File: config.mk
export PLATFORM = sky130hd
export DESIGN_NAME = pwsl_out
export DESIGN_NICKNAME = d
export VERILOG_FILES = /design/src/rtl/pwsl_pkg.sv /design/src/rtl/pwsl_out.sv
export SDC_FILE = /design/constraint.sdc
export NUM_CORES = 1
export LEC_CHECK = 0
export BUFFER_PORTS_ARGS = -buffer_cell sky130_fd_sc_hd__buf_4
export CAP_MARGIN = 40
export CORE_AREA = 2 2 131 133
export DETAILED_ROUTE_END_ITERATION = 10
export DIE_AREA = 0 0 133 135
export PLACE_DENSITY_LB_ADDON = 0.08
export RECOVER_POWER = 100
export SLEW_MARGIN = 10
export SYNTH_ARGS = -nofsm -noshare
export SYNTH_HDL_FRONTEND = slang
export SYNTH_SLANG_ARGS = --single-unit
export TNS_END_PERCENT = 30
File: constraint.sdc
create_clock -name clk -period 1.75 [get_ports clk]
set_input_delay 0.35 -clock clk [delete_from_list [all_inputs] [get_ports clk]]
set_output_delay 0.35 -clock clk [all_outputs]
set_load 0.03 [all_outputs]
File: src/rtl/pwsl_pkg.sv
`timescale 1ns / 1ps
// ---------------------------------------------------------------------------
// pwsl_pkg
// Shared types and constants for the proportional wheel speed limiter.
// ---------------------------------------------------------------------------
package pwsl_pkg;

	// configuration register indexes
	localparam int CFG_IDX_W = 2;
	localparam int CFG_DATA_W = 32;
	localparam logic [CFG_IDX_W-1:0] REG_STEPS_PER_RADIAN = 2'd0;
	localparam logic [CFG_IDX_W-1:0] REG_STEP_RATE_CAP    = 2'd1;
	localparam logic [CFG_IDX_W-1:0] REG_LEFT_REVERSE     = 2'd2;
	localparam logic [CFG_IDX_W-1:0] REG_RIGHT_REVERSE    = 2'd3;

	// register reset values
	localparam logic [31:0] SPR_RESET = 32'd33377209;
	localparam logic [15:0] CAP_RESET = 16'd1066;

	// field widths
	localparam int SPEED_W = 32;
	localparam int CAP_W   = 16;
	localparam int PROD_W  = 64;
	localparam int RATE_W  = 17;
	localparam int Q_W     = 16;
	localparam int PART_W  = 48;
	// numerator 2*m*cap + peak stays below 2^81
	localparam int NUM_W   = 81;
	// denominator 2*peak stays below 2^65
	localparam int DEN_W   = 65;

	localparam logic [Q_W-1:0] RATE_MAX = 16'hFFFF;

	// item travelling through the division pipeline
	typedef struct packed {
		logic [NUM_W-1:0] num_l;
		logic [NUM_W-1:0] num_r;
		logic [DEN_W-1:0] den;
		logic [Q_W-1:0]   q_l;
		logic [Q_W-1:0]   q_r;
		logic [Q_W-1:0]   plain_l;
		logic [Q_W-1:0]   plain_r;
		logic             neg_l;
		logic             neg_r;
		logic             scaled;
		logic             invalid;
	} div_t;

endpackage

File: src/rtl/pwsl_out.sv
`timescale 1ns / 1ps
// ---------------------------------------------------------------------------
// pwsl_out
// Output register: picks scaled or plain magnitude, applies sign and stop.
// ---------------------------------------------------------------------------
module pwsl_out (
	input  logic                       clk,
	input  logic                       arst_n,
	input  logic                       in_valid,
	output logic                       in_ready,
	input  pwsl_pkg::div_t             in_d,
	output logic                       out_valid,
	input  logic                       out_ready,
	output logic [pwsl_pkg::RATE_W-1:0] left_step_rate,
	output logic [pwsl_pkg::RATE_W-1:0] right_step_rate,
	output logic                       was_scaled
);
	import pwsl_pkg::*;

	logic              v_s1;
	logic [RATE_W-1:0] left_s1, right_s1;
	logic              scl_s1;
	logic [Q_W-1:0]    mag_l, mag_r;
	logic [RATE_W-1:0] ext_l, ext_r, res_l, res_r;

	assign in_ready = ~v_s1 | out_ready;

	// magnitude choice and sign
	assign mag_l = in_d.scaled ? in_d.q_l : in_d.plain_l;
	assign mag_r = in_d.scaled ? in_d.q_r : in_d.plain_r;
	assign ext_l = RATE_W'(mag_l);
	assign ext_r = RATE_W'(mag_r);
	assign res_l = in_d.neg_l ? (~ext_l + RATE_W'(1)) : ext_l;
	assign res_r = in_d.neg_r ? (~ext_r + RATE_W'(1)) : ext_r;

	always_ff @(posedge clk or negedge arst_n) begin
		if (!arst_n) begin
			v_s1 <= 1'b0;
		end else if (in_ready) begin
			v_s1 <= in_valid;
		end
	end

	// an invalid command stops both wheels
	always_ff @(posedge clk) begin
		if (in_ready) begin
			left_s1  <= in_d.invalid ? '0 : res_l;
			right_s1 <= in_d.invalid ? '0 : res_r;
			scl_s1   <= in_d.scaled & ~in_d.invalid;
		end
	end

	assign out_valid = v_s1;
	assign left_step_rate = left_s1;
	assign right_step_rate = right_s1;
	assign was_scaled = scl_s1;

endmodule

# --- Yosys cells after proc, flatten, opt, wreduce, memory -nomap -nowiden ---
# Index checks and enable logic that the tools add are counted.
# Widths: inputs -> output; s select.
word_totals:
  regBits: 36
  input_bits: 299
  out_inout_bits: 37
classes:
  addsub: 2
  n_mux: 4
  bitwise_logic: 8
  n_reduce_logical: 2
op_table:
  columns: ["cell", "n"]
  rows:
  - ["$mux 16", 4]
  - ["$add 17x1->17 const B", 2]
  - ["$not 16->17", 2]
  - ["$not 1->1", 4]
  - ["$reduce_or 2->1", 2]
  - ["$and 1x1->1", 1]
  - ["$or 1x1->1", 1]

# --- Depth between registers and ports, before layout ---
# Gate-level depths: netlist (run 1).
logic_depth:
  depth_word: 4
  mapped_depth: 11

# --- Worst setup path before layout (run 1) ---
# No wires, ideal clock.
synth_path:
  kind: "input to register"
  from: "input port in_d[1] (netlist bit)"
  to: "register right_s1[14], in the netlist right_step_rate[14] (data pin)"
  arrival_time_ns: 2.447
  path_slack_ns: -0.963
  stages: 11
  n_path_buf: 5
  path_cell_list: "buf_6 > buf_2 > buf_4 > buf_2 > buf_2 > mux2i_1 > ha_1 > o21ai_1 > o41ai_1 > xnor2_1 > nor2_1"
synth_between:
  elab_chain_cells: 4
synth_lines:
  columns: ["element", "line_no", "source"]
  rows:
  - ["start: declaration", "pwsl_out.sv:11", "input pwsl_pkg::div_t in_d,"]
  - ["$mux 16 *", "pwsl_out.sv:30", "assign mag_r = in_d.scaled ? in_d.q_r : in_d.plain_r;"]
  - ["$not 16->17", "pwsl_out.sv:34", "assign res_r = in_d.neg_r ? (~ext_r + RATE_W'(1)) : ext_r;"]
  - ["$add 17x1->17", "pwsl_out.sv:34", null]
  - ["$mux 16 *", "pwsl_out.sv:34", null]
  - ["end signal: assignment", "pwsl_out.sv:48", "right_s1 <= in_d.invalid ? '0 : res_r;"]
  - ["end: declaration", "pwsl_out.sv:21", "logic [RATE_W-1:0] left_s1, right_s1;"]
# Every way passes the cells marked *; elsewhere a longest branch is shown, timed or not.
# A chain may end at the register's enable or synchronous reset.

# --- Worst setup path after layout (run 1) ---
layout_path:
  from: "input port in_d[4] (netlist bit)"
  to: "register right_s1[11], in the netlist right_step_rate[11] (data pin)"
layout_between:
  elab_chain_cells: 4
layout_lines:
  columns: ["element", "line_no"]
  rows:
  - ["$mux 16", "pwsl_out.sv:30"]
  - ["$not 16->17", "pwsl_out.sv:34"]
  - ["$add 17x1->17", "pwsl_out.sv:34"]
  - ["$mux 16", "pwsl_out.sv:34"]
# Every way passes these cells.

==> results of run 1 <==
sequential cells by signal, summed over array words and instances, names as in the netlist:
| register | count |
|---|---|
| out_valid | 1 |
| left_step_rate | 17 |
| right_step_rate | 17 |
| was_scaled | 1 |
worst max-delay path, stage by stage:
cell                       delay [ns]
sky130_fd_sc_hd__buf_6           0.09
sky130_fd_sc_hd__or4_4           0.52
sky130_fd_sc_hd__a222oi_1        0.35
sky130_fd_sc_hd__buf_4           0.23
sky130_fd_sc_hd__a31oi_4         0.10
sky130_fd_sc_hd__xor2_2          0.18
sky130_fd_sc_hd__nor2_1          0.06
logic make-up (layout without fill, tap and decap cells):
family          Yosys count  count (layout)  share of synthesized area
flops                    36              36                      0.421
fa+ha+maj                 2               2                    0.00978
xor+xnor                 25              25                     0.0856
simple gates             95              95                      0.194
buf+inv                  17             169                     0.0318
mux                      34              34                      0.136
compound gates           48              48                      0.123
metrics by stage:
stage	total power, uW	TNS [ns]	setup WS [ns]
5_1_grt	3210	-1.31	-0.210
2_1_floorplan	1610	-15.78	-0.434
3_5_place_dp	2090	-9.57	-0.500
6_report	3050	-0.316	-0.0984
4_1_cts	3100	-0.330	-0.131
3_3_place_gp	2100	-9.03	-0.497
layout make-up:
type,instances,share of cell area
multi-input cells,204,0.372
flip-flops and latches,36,0.248
repair buffers,158,0.280
clock buffers,8,0.0338
inverters,3,0.00260
well taps,220,0.0635
where the power goes:
group	leakage [uW]	internal, uW	switching [uW]
registers	0.000382	1060	30.3
clock network	0.0000712	570	392
logic	0.00137	449	556
worst min-delay path by stage:
stage                  start        end  cells past startpoint
finish              in_valid  out_valid                      2
global route        in_valid  out_valid                      2
CTS                 in_valid  out_valid                      2
detailed placement    arst_n  out_valid                      1
global placement      arst_n  out_valid                      1
floorplan             arst_n  out_valid                      0
placed cells by master (no fill, tap or decap), types with 5 or more instances in the layout:
cell type / n
sky130_fd_sc_hd__nor2_1: 39
sky130_fd_sc_hd__o21ai_0: 7
sky130_fd_sc_hd__buf_6: 5
sky130_fd_sc_hd__a21oi_1: 8
sky130_fd_sc_hd__buf_4: 149
sky130_fd_sc_hd__mux2_2: 6
sky130_fd_sc_hd__xor2_1: 8
sky130_fd_sc_hd__mux2i_1: 26
sky130_fd_sc_hd__xnor2_1: 16
sky130_fd_sc_hd__nor3_1: 16
sky130_fd_sc_hd__clkbuf_16: 5
sky130_fd_sc_hd__nor3b_1: 7
sky130_fd_sc_hd__edfxtp_1: 35
sky130_fd_sc_hd__nor4_1: 6
layer usage:
| metal | vias up | share of wire | global-route usage |
|---|---|---|---|
| met4 | 0 | 0.013 | 0.0317 |
| li1 | 1276 | - | - |
| met3 | 7 | 0.084 | 0.0420 |
| met1 | 1195 | 0.48 | 0.163 |
| met5 | - | 0 | 0 |
| met2 | 83 | 0.42 | 0.170 |
timing repair:
item | in CTS | in global routing
resized for setup | 14 | 15
buffers inserted | 1 | 0
endpoints found under the hold margin | 1 | 0
hold buffers | 1 | 0
pin swaps | 9 | 4
endpoints found under the setup margin | 19 | 19
==> flow_results.org, run 1 <==
** Routing
- Detail-routed net length per standard cell :: 16.6 um
- DRC :: 0
- Final Routed Wirelength :: 10.5 mm
- Via total after detailed routing :: 2,561
- The detail route stage leaves a number of antenna-violating nets equal to 0.
- Violation count after the first detailed-routing iteration :: roughly 140
- Detailed Routing Iterations Pass 1 :: 4
- After detailed routing, the number of vias per cell comes to between 4 and 5.

** Die
- The die covers 0.0180 mm2.
- The die is 133 um wide.
- Number of primary I/O pins :: 336
- For this configuration, the core starts out at a cell density of 0.156.
- In this run the vertical extent of the chip is 135 um.
- Floorplan row count :: 47
- In this run the standard cell core region covers 0.0164 mm2.

** STA
- At the pin with the least slew margin, the transition time is 0.585 ns.
- Smallest hold slack :: 0.249 ns
- Final WS setup :: -0.0984 ns
- Max-slew violations :: 0
- Measured against its own limit, the worst slew margin works out to 0.610.
- Unrepaired setup endpoints after global routing :: yes
- Clock skew on the completed layout was measured at 0.00212 ns.
- Of the available clock period, the critical path in the final layout requires 1.06.
- The routed design could run at a clock period as short as 1.85 ns.
- Setup violations remaining at the end of the flow were counted as 5.
- Derived from the worst setup path, the maximum achievable clock frequency is between 500 and 600 MHz.
- Final hold vios :: 0

** Cells and area
- Area of combinational cells with multiple inputs :: ~0.0016 mm2
- Count of non-filler cells in the finished layout :: 629
- The sequential cells in the finished layout cover a total of roughly 0.0011 mm2.
- Diodes inserted :: 0
- For this run, the share of the core covered by cells in the final layout is 0.264.
- Area of all placed cells without fillers :: 0.00433 mm2
- At the end of the flow, the number of nets in the layout was 709.
- Counting the fill cells in the layout gives 1,777.
- In the final layout, the share of cells above drive strength 1 is 0.499.
- Area Growth Syn to Fin :: 69.4%

** Synth
- Synthesized Nets :: 558
- The number of different library cells used by synthesis comes to 44.
- Of the post-synthesis cell area, the dominant cell type holds 0.411.
- Most used standard cells in the synthesized netlist :: sky130_fd_sc_hd__nor2_1 (39), sky130_fd_sc_hd__edfxtp_1 (35), sky130_fd_sc_hd__mux2i_1 (28)
- Sorting the synthesized cells by area gives the leading types as sky130_fd_sc_hd__edfxtp_1 (41%), sky130_fd_sc_hd__mux2i_1 (11%), sky130_fd_sc_hd__nor2_1 (5.7%).
- Count of flip-flops with a built-in enable after synthesis :: 35
- Synth area leader :: sky130_fd_sc_hd__edfxtp_1
- Synth Register Bits :: 36
- Yosys printed 0 warnings.
- Summing every instance area after synthesis gives 0.00256 mm2.
- By instance count, the leading cell after synthesis is sky130_fd_sc_hd__nor2_1.
- After synthesis, the share of flip-flops with an asynchronous set or reset is 0.0278.
- In the synthesized netlist the dominant register cell turns out to be sky130_fd_sc_hd__edfxtp_1.
- Synthesis handed over a netlist of around 260 instances.
- Mean instance size in the synthesized netlist :: roughly 10 um2
- For this run, the register share of the synthesized area comes to 0.421.

** Clocking
- Clock edge transition at the registers on the reported setup and hold paths :: 0.06 ns
- Clock tree from TritonCTS :: yes
- The H-tree was split into 2 levels.
- For this design, the sink count on the clock tree is 36.
- The longest clock path from root to sink contains 2 buffers.
- TritonCTS buffer count :: 5
- For the worst-skew pair, the clock arrives at the later sink with an insertion delay of 0.28 ns.
- Clk Tree Root Cell :: sky130_fd_sc_hd__clkbuf_16

** Place
- Count of buffers inserted at the top-level ports :: between 100 and 150
- DP Cell Count :: 619
- The HPWL after detailed placement is 8.14 mm.
- Routability-driven placement finished with a final weighted congestion of 0.758.
- Once placement finished, the instance area stood at 0.00403 mm2.

** Worst setup path
- The worst register-to-register path begins at out_valid.
- Crit-path max FO :: 6
- Launching element of the worst setup path :: in_d[4]
- STA puts the critical path data arrival time at 1.89 ns.
- The worst setup path is captured at a register.
- The setup path with the least slack is of type in2reg.
- For the worst setup path, the data required time is 1.79 ns.
- In this run the critical register-to-register path is captured at right_step_rate[7].
- CP startpoint kind :: input pin
- Capturing instance or port of the critical path :: right_step_rate[11]
- Number of cells on the worst reg-to-reg path :: 2
- Minimum setup slack among reg-to-reg paths :: 0.40 ns

** Global routing
- The via count of the first global-routing pass was 2,659.
- Pin count of the biggest net entering global routing :: 37
- Initial antenna violation count :: 0
- Total grt overflow :: 0
- The first global-routing pass estimated 15.7 mm of wire.
- GR Util All Layers :: 0.117

** Status
- Run status :: finished with violations
- The final reports fail on negative setup slack.

** Power
- VDD sags by at most between 0.0003 and 0.0004 V.
- Ratio of total power to cell area :: 704 mW/mm2
- The analysis attributes to cell leakage a power of roughly 0.0018 uW.

** Run
- The tool flagged a number of max-cap violations equal to 0.

** Hold path
- The min-delay analysis places its worst path in the category in2reg.
No activity file was read; power rests on OpenSTA's default activity.
==> inputs of run 2 (changes only) <==
- BUFFER_PORTS_ARGS: -buffer_cell sky130_fd_sc_hd__buf_4 -> unset
- CORE_AREA: 2 2 131 133 -> 2 2 129 131
- DIE_AREA: 0 0 133 135 -> 0 0 131 133
- DONT_BUFFER_PORTS: unset -> 1
==> run 2 against run 1 <==
The flow still finishes with violations (negative setup slack). Clock-buffer cell count shrank 1. Sequential power grew 18%. Worst hold slack lost 0.078 ns. First-iteration DRC count shrank 42%. Sequential share of layout area grew 10 points. Wire length shrank 8.2%. Critical endpoint is now right_step_rate[15]. Largest cell class unchanged.
==> flow_results.org, run 2 (synthesis gave the netlist of run 1 again) <==
** Hold path
- The tightest min-delay check is of the in2reg type.
- Along the worst hold path, the cell count comes to 1.
- The worst hold path begins at in_valid.

** Power
- In this run the power density over the cells is about 830 mW/mm2.
- Maximum ir drop on the vdd rail :: 0.000373 V
- Leak pwr :: 0.00106 uW
- The design draws between 2000 and 3000 uW.

** Place
- Once placement finished, the instance area stood at between 0.002 and 0.003 mm2.
- Buffers placed on the I/O ports in this run total 0.
- Once detailed placement completed, the half-perimeter wirelength came to 7.13 mm.
- At the end of routability-driven placement, the weighted congestion stood at 0.730.
- DP Cell Count :: 480

** Cells and area
- Commonest non-fill, non-tap cells in the layout :: sky130_fd_sc_hd__nor2_1 (39), sky130_fd_sc_hd__edfxtp_1 (35), sky130_fd_sc_hd__mux2i_1 (28)
- Area of all placed cells without fillers :: just over 0.003 mm2
- Once layout is complete, the cells apart from fillers number 489.
- 0 antenna diodes ended up in the layout.
- Leaving out fill and tap cells, the most frequent cell in the layout is sky130_fd_sc_hd__nor2_1.
- Of the cells placed in the final design, the portion with a size suffix greater than 1 is 0.130.
- Area Growth Syn to Fin :: 19.7%
- Post-layout nets :: roughly 570

** Worst setup path
- Endpoint class of the critical path :: register
- Worst EP arrival :: 1.81 ns
- Along the worst path, the maximum fanout reaches 6.
- CP startpoint kind :: input pin
- Required time reported for the critical path endpoint :: 1.76 ns
- For the worst flop-to-flop path, the logic depth is 2.
- In this run the worst setup path begins at in_d[38].
- Across all register-to-register paths, the minimum setup slack is 0.04 ns.
- WS Path Type :: in2reg
- The startpoint identified for the worst register-to-register timing path is out_valid.

** Routing
- Detail-routed net length per standard cell :: between 15 and 20 um
- DRC :: 0
- The pre-antenna-repair detailed-routing pass consisted of 4 iterations.
- In this run, the number of DRC markers left after iteration 0 of detailed routing was 78.
- After detailed routing, the total wire length is around 9.6 mm.
- The detailed router placed 2,035 vias in this run.
- Detail-routed via count per cell :: 4.16
- Once detail routing completed, the nets flagged for antenna violations numbered 0.

** Die
- The initial utilization of the core area, before any placement, comes to 0.158.
- Core area :: 0.0162 mm2
- Height of the chip :: 133 um
- The die covers 0.0174 mm2.
- Row generation in the floorplan step produced 47 rows.
- Number of primary I/O pins :: 336
- The floorplan step set the die width to 131 um.

** STA
- Smallest hold slack :: 0.171 ns
- Final hold vios :: 0
- Post-route clock period utilization :: 1.02
- Max-slew violations :: 0
- Unrepaired setup endpoints after global routing :: yes
- Worst clock skew on the final layout :: 0.00500 ns
- Once routing completed, OpenROAD measured the worst setup slack at -0.0435 ns.
- Worst slew slack as a fraction of its limit :: 0.605
- Upper clock frequency limit :: around 560 MHz
- At the pin with the least slew margin, the transition time is 0.592 ns.
- Setup violations remaining at the end of the flow were counted as 1.
- Shortest period the worst path allows :: 1.79 ns

** Status
- The flow ran to the end, but the final reports show violations.
- Failing checks :: negative setup slack

** Clocking
- TritonCTS buffer count :: 5
- Clock tree from TritonCTS :: yes
- H-tree depth reported by CTS :: 2
- Post-CTS timing repair inserted 0 buffers for setup.
- After clock tree synthesis, the clock-pin slew on the worst setup and hold paths is 0.06 ns.
- The cell sitting at the root of the clock tree is a sky130_fd_sc_hd__clkbuf_16.
- Clock tree synthesis found a total of 36 sinks.
- Clock latency of the later-clocked register in the worst-skew pair :: 0.29 ns
- Clock buffer depth :: 2

** Global routing
- Pin count of the biggest net entering global routing :: 76
- GR Util All Layers :: 0.111
- First-pass GRT wire length :: 14.0 mm
- The initial antenna violation count was 0.
- The via count of the first global-routing pass is 2,173.
- The total overflow left after global routing is 0.

** Run
- Across the run, the number of max-cap violations was 0.
-- run 2: changes by cell type in the layout (fill, tap and decap cells not counted), moves of 3 or more --
cell | before | now
sky130_fd_sc_hd__buf_4 | 149 | 10
sky130_fd_sc_hd__buf_6 | 5 | 0
sky130_fd_sc_hd__nor3b_2 | 3 | 0
sky130_fd_sc_hd__a21oi_2 | 3 | 0
sky130_fd_sc_hd__clkbuf_1 | 2 | 5
sky130_fd_sc_hd__a21oi_1 | 8 | 11
sky130_fd_sc_hd__nor3b_1 | 7 | 10
-- run 2: stage by stage --
stage	setup slack, ns	utilization	setup TNS, ns
after floorplan	-0.434	-	-15.78
after global placement	-0.369	0.185	-3.40
after detailed placement	-0.338	0.185	-3.12
after CTS	-0.0458	0.194	-0.0458
after global routing	-0.130	0.189	-0.745
final	-0.0435	0.189	-0.0435
-- run 2: power breakdown --
| group | switching [uW] | internal (uW) | leakage, uW | total [uW] |
|---|---|---|---|---|
| registers | 228 | 1060 | 0.000382 | 1290 |
| logic | 178 | 169 | 0.000611 | 347 |
| clock network | 380 | 526 | 0.0000655 | 905 |
-- run 2: final timing paths --
path	endpoint
worst max-delay path	right_step_rate[15]
worst min-delay path	out_valid
worst max register to register	left_step_rate[5]
worst min register to register	was_scaled
max in group asynchronous	out_valid
min in group asynchronous	out_valid
-- run 2: layout make-up --
| type | instances | area [um2] |
|---|---|---|
| fill | 1808 | 13100 |
| inverter | 3 | 11.3 |
| sequential | 36 | 1080 |
| tap | 220 | 275 |
| clock inverter | 1 | 3.75 |
| multi-input combinational | 204 | 1440 |
| timing repair buffer | 18 | 121 |
| clock buffer | 7 | 133 |
-- run 2: critical path, stage by stage --
cell	delay [ns]
sky130_fd_sc_hd__or4b_4	0.53
sky130_fd_sc_hd__a222oi_1	0.33
sky130_fd_sc_hd__buf_4	0.21
sky130_fd_sc_hd__o21ai_1	0.08
sky130_fd_sc_hd__mux2i_1	0.16
sky130_fd_sc_hd__o311ai_1	0.14
-- run 2: what timing repair did --
item	4_1_cts	5_1_grt
hold endpoints to repair	1	0
cloned	0	0
setup endpoints to repair	1	5
resized for setup	0	2
hold buffers	1	0
-- run 2: layer usage --
| metal | up-vias | routed length, um | track usage |
|---|---|---|---|
| li1 | 991 | - | - |
| met1 | 964 | 4340 | 0.144 |
| met2 | 73 | 3940 | 0.154 |
| met3 | 7 | 1170 | 0.0627 |
| met4 | 0 | 146 | 0.0337 |
| met5 | - | 0 | 0 |
